### src/rtl/sjq_pkg.sv
// sjq_pkg: types, constants and helper functions for the stable priority job queue
// used by the channel interfaces, the queue cell and the top level

package sjq_pkg;

    localparam int QUEUE_DEPTH = 16;
    localparam int CNT_W       = $clog2(QUEUE_DEPTH + 1);
    localparam int OUT_CNT_W   = 5;
    localparam int CFG_IDX_W   = 1;
    localparam int CFG_DATA_W  = 4;

    localparam logic [1:0] OP_ENQUEUE  = 2'd0;
    localparam logic [1:0] OP_DEQUEUE  = 2'd1;
    localparam logic [1:0] OP_CHECK    = 2'd2;
    localparam logic [1:0] OP_RESET    = 2'd3;

    localparam logic [CFG_IDX_W-1:0] CFG_READ_ALL  = 1'b0;
    localparam logic [CFG_IDX_W-1:0] CFG_WRITE_ALL = 1'b1;

    localparam logic [2:0] CMD_HOLD  = 3'd0;
    localparam logic [2:0] CMD_LATCH = 3'd1;
    localparam logic [2:0] CMD_ENQ   = 3'd2;
    localparam logic [2:0] CMD_DEQ   = 3'd3;
    localparam logic [2:0] CMD_BUMP  = 3'd4;
    localparam logic [2:0] CMD_DROP  = 3'd5;

    typedef struct packed {
        logic [1:0]  operation;
        logic [3:0]  job_kind;
        logic [15:0] blk_addr;
        logic [7:0]  priority_req;
        logic        urgent;
        logic [31:0] timeout_limit;
        logic [31:0] submit_time;
        logic [7:0]  retries_so_far;
        logic [7:0]  retry_limit;
        logic [31:0] now_ms;
    } t_req;

    typedef struct packed {
        logic        status;
        logic [3:0]  out_job_kind;
        logic [15:0] out_blk_addr;
        logic [7:0]  out_priority;
        logic        out_immediate;
        logic [31:0] out_timeout_limit;
        logic [31:0] out_submit_time;
        logic [7:0]  out_retries;
        logic [7:0]  out_retry_limit;
        logic [4:0]  depth;
        logic [4:0]  high_water;
        logic [4:0]  removed_count;
    } t_res;

    typedef struct packed {
        logic [3:0]  job_kind;
        logic [15:0] blk_addr;
        logic [7:0]  priority_req;
        logic        urgent;
        logic [31:0] timeout_limit;
        logic [31:0] submit_time;
        logic [7:0]  retries;
        logic [7:0]  retry_limit;
    } t_entry;

    typedef struct packed {
        logic [2:0]  cmd;
        logic [7:0]  np;
        logic [31:0] now;
        logic [3:0]  rd_type;
        logic [3:0]  wr_type;
    } t_cell_ctl;

    function automatic logic [7:0] eff_prio(
        input logic [3:0] jt,
        input logic [7:0] pr,
        input logic       imm,
        input logic [3:0] rd,
        input logic [3:0] wr
    );
        logic [7:0] res;
        if (jt == rd) begin
            res = 8'd0;
        end else if (jt == wr) begin
            res = 8'd1;
        end else if (imm && (pr > 8'd2)) begin
            res = pr - 8'd2;
        end else begin
            res = pr;
        end
        return res;
    endfunction

endpackage

### src/rtl/sjq_cell.sv
// sjq_cell: one queue slot, holds a job and its compare and timeout flags
// shifts to and from its neighbours on command; depends on sjq_pkg

module sjq_cell (
    input  logic               i_clk,
    input  sjq_pkg::t_cell_ctl i_ctl,
    input  logic               i_occ,
    input  logic               i_tail,
    input  sjq_pkg::t_entry    i_new,
    input  sjq_pkg::t_entry    i_left,
    input  sjq_pkg::t_entry    i_right,
    input  logic               i_right_drop,
    input  logic               i_found,
    input  logic               i_dseen,
    output sjq_pkg::t_entry    o_entry,
    output logic               o_drop,
    output logic               o_found,
    output logic               o_dseen
);
    import sjq_pkg::*;

    t_entry      r_entry;
    logic        r_gt;
    logic        r_exp;
    logic        r_drop;
    logic [7:0]  w_eff;
    logic [31:0] w_elapsed;
    logic        w_exp;
    logic [7:0]  w_retry_inc;

    assign w_eff = eff_prio(r_entry.job_kind, r_entry.priority_req, r_entry.urgent,
                            i_ctl.rd_type, i_ctl.wr_type);
    assign w_elapsed   = i_ctl.now - r_entry.submit_time;
    assign w_exp       = i_occ && (r_entry.timeout_limit != 32'd0)
                         && (w_elapsed > r_entry.timeout_limit);
    assign w_retry_inc = r_entry.retries + 8'd1;

    always_ff @(posedge i_clk) begin
        case (i_ctl.cmd)
            CMD_LATCH: begin
                r_gt   <= i_occ && (i_ctl.np < w_eff);
                r_exp  <= w_exp;
                r_drop <= w_exp && (w_retry_inc > r_entry.retry_limit);
            end
            CMD_ENQ: begin
                if (i_found) begin
                    r_entry <= i_left;
                end else if (r_gt || i_tail) begin
                    r_entry <= i_new;
                end
            end
            CMD_DEQ: begin
                r_entry <= i_right;
            end
            CMD_BUMP: begin
                if (r_exp) begin
                    r_entry.retries <= w_retry_inc;
                end
            end
            CMD_DROP: begin
                if (i_dseen || r_drop) begin
                    r_entry <= i_right;
                    r_drop  <= i_right_drop;
                end
            end
            default: begin
            end
        endcase
    end

    assign o_entry = r_entry;
    assign o_drop  = r_drop;
    assign o_found = i_found | r_gt;
    assign o_dseen = i_dseen | r_drop;

endmodule

### config.mk
export PLATFORM = sky130hd
export DESIGN_NAME = sjq_cell
export DESIGN_NICKNAME = d
export VERILOG_FILES = /design/src/rtl/sjq_pkg.sv /design/src/rtl/sjq_cell.sv
export SDC_FILE = /design/constraint.sdc
export NUM_CORES = 1
export LEC_CHECK = 0
export ABC_AREA = 1
export BUFFER_PORTS_ARGS = -buffer_cell sky130_fd_sc_hd__buf_2
export CORE_AREA = 2 2 193 195
export CTS_CLUSTER_SIZE = 28
export DETAILED_ROUTE_END_ITERATION = 6
export DIE_AREA = 0 0 195 197
export HOLD_SLACK_MARGIN = 0.08
export PLACE_DENSITY_LB_ADDON = 0.08
export RECOVER_POWER = 25
export SKIP_CTS_REPAIR_TIMING = 1
export SYNTH_ARGS = -nofsm -noshare
export SYNTH_HDL_FRONTEND = slang
export SYNTH_SLANG_ARGS = --single-unit
### constraint.sdc
create_clock -name i_clk -period 19.9 [get_ports i_clk]
set_input_delay 0.995 -clock i_clk [delete_from_list [all_inputs] [get_ports i_clk]]
set_output_delay 0.995 -clock i_clk [all_outputs]
set_load 0.01 [all_outputs]
==> Yosys cells after proc, flatten, opt, wreduce, memory -nomap -nowiden <==
Index checks and enable logic that the tools add are counted.
{ "classes": {"addsub": 3, "n_mul": 0, "div_mod_pow": 0, "order_cmp": 4, "n_eq_ne": 10, "n_shift": 0, "muxes": 12, "bitwise": 2, "n_reduce_logical": 14} }
{ "op_table": {"columns": ["cell", "count"], "rows": [
  ["$mux W109", 3],
  ["$pmux W93 S3", 1],
  ["$gt A32 B32 Y1", 1],
  ["$mux W8", 4],
  ["$pmux W8 S4", 1],
  ["$reduce_bool A32 Y1", 1],
  ["$sub A32 B32 Y32", 1],
  ["$pmux W8 S3", 1],
  ["$add A8 B1 Y8 const B", 1],
  ["$eq A4 B4 Y1", 2],
  ["$gt A8 B2 Y1 const B", 1],
  ["$gt A8 B8 Y1", 1],
  ["$lt A8 B8 Y1", 1],
  ["$sub A8 B2 Y8 const B", 1],
  ["$eq A3 B2 Y1 const B", 2],
  ["$eq A3 B3 Y1 const B", 2],
  ["$logic_and A1 B1 Y1", 5],
  ["$ne A2 B2 Y1 const B", 2],
  ["$reduce_and A4 Y1", 1],
  ["$reduce_bool A4 Y1", 1],
  ["$eq A3 B1 Y1 const B", 1],
  ["$ne A3 B3 Y1 const B", 1],
  ["$reduce_and A3 Y1", 1],
  ["$reduce_bool A3 Y1", 1],
  ["other kinds (6)", 8]
]} }
{ "word_totals": {"ff_bits": 112, "latchBits": 0, "ram_bits": 0, "mem_bits_ro": 0, "inputBits": 384, "out_inout_bits": 112, "memories": 0} }

==> Logic depth before layout (Yosys ltp) <==
Gate-level depths: netlist (run 1).
{ "depth": {"ltp_word": 7, "depth_mapped": 25, "ltp_nobuf": 25} }

==> Least setup slack after synthesis (run 1) <==
OpenSTA, ideal clock, no wires.
{ "synth_path": {"path_type": "input to register", "from": "input i_found", "to": "register r_entry, in the netlist o_entry[0] (enable)", "arrival_ns": 6.415, "t_required_ns": 19.306, "slack_ns": 12.891, "stages": 5, "path_cell_list": "clkbuf_1 nor2_1 inv_1 o41ai_1 a21oi_1"} }
{ "synth_via": {"elab_chain_len": 2} }
{ "synth_rtl": {"columns": ["item", "line", "source"], "rows": [
  ["from (decl)", "sjq_cell.sv:13", "input logic i_found,"],
  ["$ne A3 B3 Y1 (no line)", null, null],
  ["$reduce_and A3 Y1 (no line)", null, null],
  ["to (signal assigned)", "sjq_cell.sv:47", "r_entry <= i_left;"],
  ["to (signal assigned)", "sjq_cell.sv:49", "r_entry <= i_new;"],
  ["to (signal assigned)", "sjq_cell.sv:53", "r_entry <= i_right;"],
  ["to (decl)", "sjq_cell.sv:22", "t_entry r_entry;"]
]} }
Every way passes these cells.
A chain may end at the register's enable or synchronous reset.

==> Worst setup path in the final report (run 1) <==
{ "layout_path": {"from": "input i_ctl[8] in the netlist's numbering", "to": "register r_exp (data pin)"} }
{ "layout_via": {"elab_chain_len": 3} }
{ "layout_rtl": {"columns": ["item", "line", "source"], "rows": [
  ["from (decl)", "sjq_cell.sv:6", "input sjq_pkg::t_cell_ctl i_ctl,"],
  ["$sub A32 B32 Y32", "sjq_cell.sv:33", "assign w_elapsed = i_ctl.now - r_entry.submit_time;"],
  ["$gt A32 B32 Y1", "sjq_cell.sv:35", "&& (w_elapsed > r_entry.timeout_limit);"],
  ["$logic_and A1 B1 Y1", "sjq_cell.sv:35", null],
  ["via w_exp", "sjq_cell.sv:28", "logic w_exp;"],
  ["to (signal assigned)", "sjq_cell.sv:42", "r_exp <= w_exp;"],
  ["to (decl)", "sjq_cell.sv:24", "logic r_exp;"]
]} }
The timed path passes the listed nets, and every way through them passes these cells.

==> results.py, run 1 <==
metrics = {
    "synth": {
        "synth_area_mm2": 0.00937,
        "ys_ff_latch": 112,
        "yosysWarnings": 0,
        "ys_seq_area_share_pct": 35.9,
        "syn_area_per_cell_um2": 7.22,
        "ys_types": 36,
        "async_reset_ff_share_pct": 0,
        "synth_ff_type": "edfxtp_1",
        "netlist_instances": 1298,
        "synth.net_count": 1763,
        "synth-edff-count": 112,
    },
    "setup_path": {
        "crit_slowest_cell": "fa_1",
        "worstPathArrival_ns": 3.77,
        "path_max_fanout": 4,
        "critPathLaunch": "i_ctl[8]",
        "r2r-start": "o_entry[30]$_DFFE_PP_",
        "cp.required_ns": 20.05,
        "crit_family": "simple AND/OR/NAND/NOR gates",
        "critPathMostFrequentCell": "nand2_1",
        "worstSetupPathType": "in2reg",
        "crit_chain": "buf_2, inv_1, ha_1, inv_1, fa_1, nand3_1, nand2_1, nand3_1, nand2_1, a21oi_1, inv_1, nand2_1, nand3_1, nand2_1, nand2_1, ha_1, nand2_1, inv_1, nand4_1, nor3_1, nand2_1, nor2_1, nor2_1, and2_1",
        "critical_path.endpoint_type": "flop",
        "crit_path_start_kind": "input port",
        "path_buf_inv": 5,
        "cpPeakStageDelay_ns": 0.39,
    },
    "grt": {
        "grt_max_degree": 108,
        "grt_pass1_wl_um": 57000,
        "grt_overflow_total": 0,
        "gr-usage-all-layers_pct": 19.6,
        "antenna_found_initial": 7,
        "first_global_vias": 10174,
    },
    "min_path": {
        "hp-start": "o_entry[15]$_DFFE_PP_",
        "worstHoldPathType": "reg2reg",
    },
    "power_and_ir_drop": {
        "powerDensity_mw_per_mm2": 62.3,
        "leakage_nw": 6.15,
        "power.share.combinational_pct": 36.2,
        "internal_power_mw": 0.496,
        "peakVddDrop_uv": 36.4,
        "switching_share_pct": 36.2,
        "p_total_mw": 0.778,
        "p_seq_share_pct": 38.6,
        "pwr-share-clk_pct": 25.2,
        "p_sw_mw": 0.281,
    },
    "route": {
        "wl_per_cell_um": 17.1,
        "drt_iter0_markers": 317,
        "num_vias": 10297,
        "ant_nets": 0,
        "firstDrtPassIters": 6,
        "vias_per_cell": 4.60,
        "routed_wl_um": 38400,
        "post-route-drc-count": 0,
    },
    "sta": {
        "rsz0062_at_grt": "no",
        "clock_skew_ns": 0.0138,
        "final_hold_viol_count": 0,
        "relSlewSlack_pct": 39.1,
        "finalCritPeriodShare_pct": 18.2,
        "tns_ns": 0,
        "setup_violations": 0,
        "hold_slack_ns": 0.773,
        "tightestPinTransition_ns": 0.914,
        "finalMaxSlewViolations": 0,
        "period_needed_ns": 3.62,
        "fmax_ghz": 0.276,
    },
    "finish": {
        "layout-drive-gt1-share_pct": 25.2,
        "final_area_mm2": 0.0125,
        "seqCellArea_mm2": 0.00336,
        "nFillCells": 4072,
        "multi_input_area_mm2": 0.00525,
        "area_growth_pct": 33.3,
        "nets": 2228,
    },
    "floorplan": {
        "die_width_um": 195,
        "placementRows": 70,
        "start_util_pct": 25.8,
        "coreArea_mm2": 0.0363,
        "die_y_um": 197,
        "dieArea_mm2": 0.0384,
        "ios": 496,
    },
    "placement": {
        "numPortBuffers": 495,
        "place_congestion": 0.804,
        "hpwl_um": 32100,
        "placed_area_mm2": 0.0123,
    },
    "clock_network": {
        "worstSkewPairLatency_ns": 0.38,
        "cts_tree": "yes",
        "htree_levels": 3,
        "clock-sinks": 112,
        "clockBufferDepth": 2,
        "root_buffer": "clkbuf_16",
        "clk_pin_slew_ns": 0.08,
        "cts_buffers": 9,
    },
    "job": {
        "maxCapViolCount": 0,
    },
    "outcome": {
        "status": "complete, no violations",
    },
}
[area by class of cell]
type | count | share of cell area [%]
Inverter | 147 | 4.48
Tap cell | 468 | 4.69
Sequential cell | 112 | 26.9
Clock inverter | 6 | 0.632
Multi-Input combinational cell | 993 | 42.0
Antenna cell | 3 | 0.0601
Clock buffer | 9 | 1.80
Timing Repair Buffer | 500 | 19.3
[final timing paths]
path / endpoint / slack [ns] / cells after the start
max reg2reg: r_exp$_DFFE_PP_ / 16.64 / 20
min reg2reg: o_entry[15]$_DFFE_PP_ / 0.77 / 3
max: r_exp$_DFFE_PP_ / 16.28 / 24
min: o_entry[15]$_DFFE_PP_ / 0.77 / 3
[per-stage QoR]
| step | utilization [%] | setup WS [ns] | instances |
|---|---|---|---|
| 6_report | 34.4 | 16.28 | 2238 |
| 5_1_grt | 34.4 | 15.97 | 2236 |
| 4_1_cts | 34.7 | 16.25 | 2235 |
| 3_5_place_dp | 33.8 | 15.82 | 2220 |
| 3_3_place_gp | 33.8 | 15.82 | 2220 |
| 2_1_floorplan | - | 12.89 | 1298 |
[cell families (layout without fill, tap and decap cells)]
| family | count (synthesis) | in the layout | synth area share, % |
|---|---|---|---|
| compound gates | 227 | 227 | 14.4 |
| xor+xnor | 28 | 28 | 2.62 |
| buf+inv | 193 | 662 | 8.18 |
| other cells | 0 | 3 | 0 |
| flops | 112 | 112 | 35.9 |
| simple gates | 657 | 657 | 28.0 |
| fa+ha+maj | 81 | 81 | 10.9 |
[layout by cell type, fill, tap and decap left out, types with 20 or more instances in the layout]
master / n
nor2_1: 180
buf_2: 412
edfxtp_1: 112
nand2_1: 389
xor2_1: 22
a21oi_1: 67
clkbuf_1: 82
ha_1: 80
o21ai_0: 26
nand4_1: 20
inv_1: 144
a31oi_1: 102
nand3_1: 43
[power groups by stage]
stage          clock (mW)  sequential (mW)  combinational [mW]
2_1_floorplan           0            0.313               0.163
3_3_place_gp            0            0.306               0.286
3_5_place_dp            0            0.306               0.288
4_1_cts             0.206            0.301               0.290
5_1_grt             0.214            0.303               0.322
6_report            0.196            0.300               0.282
[Yosys cell counts, drive strengths merged (21+ instances only)]
cell type / number / area, um^2
nand2: 390 / 1470
nor2: 181 / 682
inv: 146 / 548
edfxtp: 112 / 3360
a31oi: 102 / 638
ha: 80 / 1000
a21oi: 68 / 340
nand3: 43 / 215
o21ai: 26 / 130
clkbuf: 25 / 93.8
xor2: 22 / 193
buf: 21 / 120
[flip-flops by register name (all words and copies together) (netlist names)]
| signal | flops |
|---|---|
| o_drop | 1 |
| o_entry | 109 |
| r_gt | 1 |
| r_exp | 1 |
[worst min-delay path, stage by stage (launching register included)]
cell,delay [ns]
edfxtp_1,0.37
xnor2_1,0.17
nand2_1,0.06
nand3_1,0.07
[metal layers]
metal / vias up / wire, um / GRT usage [%]
li1: 5303 / - / -
met1: 4637 / 15000 / 21.5
met2: 320 / 20300 / 37.5
met3: 29 / 2350 / 4.76
met4: 8 / 585 / 5.03
met5: - / 52 / 0
No activity file was read; power rests on OpenSTA's default activity.
==> inputs of run 2 (changes only) <==
- ABC_AREA: 1 -> 0
- CORE_AREA: 2 2 193 195 -> 2 2 192 194
- DIE_AREA: 0 0 195 197 -> 0 0 194 196
- clock period: 19.9 -> 3.6 ns (I/O delays scaled with it)
==> results.py, run 2 <==
metrics = {
    "outcome": {
        "status": "finished with violations",
        "violations": "negative setup slack",
    },
    "synth": {
        "synth_area_leader_cell": "edfxtp_1",
        "synth_common_cells": "nand2_1, o21ai_0, edfxtp_1",
        "ys_types": 58,
        "async_reset_ff_share_pct": 0,
        "yosys.area.top_type_share_pct": 37.1,
        "ys_ff_latch": 112,
        "syn_area_per_cell_um2": 9.28,
        "synth_area_mm2": 0.00906,
        "synth-edff-count": 112,
        "synth_ff_type": "edfxtp_1",
        "ys_seq_area_share_pct": 37.1,
        "synth_area_leaders": "edfxtp_1, mux2i_1, ha_1",
        "synth.most_common_cell": "nand2_1",
        "yosysWarnings": 0,
        "synth.net_count": 1441,
        "netlist_instances": 976,
    },
    "power_and_ir_drop": {
        "p_seq_share_pct": 38.2,
        "switching_share_pct": 33.3,
        "power.share.combinational_pct": 37.2,
        "leakage_nw": 6.28,
        "pwr-share-clk_pct": 24.6,
        "peakVddDrop_uv": 214,
        "powerDensity_mw_per_mm2": 335,
        "p_sw_mw": 1.44,
        "internal_power_mw": 2.89,
    },
    "sta": {
        "period_needed_ns": 4.23,
        "rsz0062_at_grt": "yes",
        "final_hold_viol_count": 0,
        "relSlewSlack_pct": 52.8,
        "setup_violations": 2,
        "finalMaxSlewViolations": 0,
        "tightestPinTransition_ns": 0.709,
        "setup_slack_ns": -0.630,
        "fmax_ghz": 0.236,
        "clock_skew_ns": 0.00810,
        "finalCritPeriodShare_pct": 117,
    },
    "finish": {
        "layout-drive-gt1-share_pct": 37.2,
        "final_cells": 1992,
        "nets": 1983,
        "largest_reg_flops": 109,
        "area_growth_pct": 42.8,
        "final_cell_mix": "buf_2, nand2_1, o21ai_0, edfxtp_1, mux2i_1",
        "layout_commonest_cell": "buf_2",
    },
    "clock_network": {
        "root_buffer": "clkbuf_16",
        "htree_levels": 3,
        "cts_tree": "yes",
        "clk_pin_slew_ns": 0.08,
        "worstSkewPairLatency_ns": 0.37,
        "clockBufferDepth": 2,
        "clock-sinks": 112,
        "cts_buffers": 9,
    },
    "floorplan": {
        "dieArea_mm2": 0.0380,
        "die_y_um": 196,
        "start_util_pct": 25.1,
        "die_width_um": 194,
        "placementRows": 70,
        "ios": 496,
        "coreArea_mm2": 0.0361,
    },
    "route": {
        "firstDrtPassIters": 4,
        "drt_iter0_markers": 424,
        "post-route-drc-count": 0,
        "route.met2.wl_um": 17900,
        "wl_met1_um": 13700,
        "vias_per_cell": 4.48,
        "routed_wl_um": 34200,
        "wl_per_cell_um": 17.1,
        "routed.top_layer": "met5",
        "wl_met3_um": 1860,
        "num_vias": 8933,
        "ant_nets": 0,
    },
    "placement": {
        "numPortBuffers": 495,
        "place_ws_ns": -0.709,
        "place_congestion": 0.838,
        "hpwl_um": 28800,
        "dp.cells": 1969,
    },
    "setup_path": {
        "worstPathArrival_ns": 4.36,
        "critical_path.endpoint_type": "flop",
        "worstSetupPathType": "reg2reg",
        "ff2ff_path_depth": 19,
        "crit_path_start_kind": "flop",
        "path_max_fanout": 3,
        "cp.required_ns": 3.73,
    },
    "grt": {
        "gr-usage-all-layers_pct": 17.4,
        "grt_max_degree": 90,
        "grt_overflow_total": 0,
        "grt_pass1_wl_um": 50600,
        "first_global_vias": 8953,
        "antenna_found_initial": 4,
    },
    "min_path": {
        "worstHoldPathCells": 3,
        "worstHoldPathType": "in2reg",
    },
    "job": {
        "maxCapViolCount": 0,
    },
}
[run 2: layout make-up]
cell class | count | area, um^2
fillers | 3834 | 23200
multi-input cells | 740 | 5310
flip-flops and latches | 112 | 3360
repair buffers | 578 | 3090
well taps | 468 | 586
inverters | 77 | 289
clock buffers | 9 | 225
clock inverters | 7 | 71.3
diodes | 1 | 2.50
[run 2: worst paths after layout]
kind | slack, ns | endpoint | startpoint
worst max-delay path | -0.63 | o_drop$_DFFE_PP_ | o_entry[16]$_DFFE_PP_
worst min-delay path | 0.07 | o_entry[18]$_DFFE_PP_ | i_right[18]
worst max register to register | -0.63 | o_drop$_DFFE_PP_ | o_entry[16]$_DFFE_PP_
worst min register to register | 0.83 | o_entry[8]$_DFFE_PP_ | o_entry[8]$_DFFE_PP_
[run 2: power groups by stage]
stage	combinational [mW]	sequential [mW]	clock (mW)
5_1_grt	1.81	1.67	1.16
2_1_floorplan	0.851	1.71	0
3_5_place_dp	1.61	1.68	0
4_1_cts	1.62	1.66	1.12
6_report	1.61	1.65	1.07
3_3_place_gp	1.61	1.68	0
[run 2: logic make-up (layout without fill, tap and decap cells)]
| family | count (synthesis) | in the layout | synth area share (%) |
|---|---|---|---|
| compound gates | 255 | 255 | 17.3 |
| mux | 109 | 109 | 12.0 |
| flops | 112 | 112 | 37.1 |
| buf+inv | 124 | 671 | 5.14 |
| other cells | 0 | 1 | 0 |
| fa+ha+maj | 81 | 81 | 11.3 |
| xor+xnor | 47 | 47 | 4.54 |
| simple gates | 248 | 248 | 12.6 |
[run 2: worst max-delay path: stages, from the launching register on]
cell and delay (ns):
edfxtp_1 0.36, ha_2 0.19, inv_2 0.04, fa_2 0.36
a211oi_4 0.25, o21ai_2 0.11, and2_4 0.16, and4_4 0.18
or4b_4 0.53, a31oi_4 0.25, o21ai_2 0.09, xor2_2 0.16
ha_1 0.31, nor2b_1 0.14, o21ai_0 0.14, nand2b_1 0.07
a21oi_1 0.15, o211a_1 0.19, a21oi_2 0.10, a32o_1 0.21
[run 2: through the flow]
| step | setup TNS (ns) | instance area, um^2 | hold slack (ns) | total power [mW] | util (%) |
|---|---|---|---|---|---|
| floorplan | -0.389 | 9080 | 0.367 | 2.56 | - |
| global route | -1.60 | 12900 | 0.0804 | 4.64 | 35.8 |
| finish | -1.10 | 12900 | 0.0738 | 4.33 | 35.8 |
| global placement | -1.10 | 12600 | 0.454 | 3.29 | 34.9 |
| CTS | -1.39 | 12900 | 0.0481 | 4.40 | 35.7 |
| detailed placement | -1.30 | 12600 | 0.459 | 3.30 | 34.9 |
[run 2: routing by layer]
metal	global-route usage, %	vias up
li1	-	4617
met1	19.7	3997
met2	32.4	281
met3	4.14	32
met4	4.66	6
met5	0	-
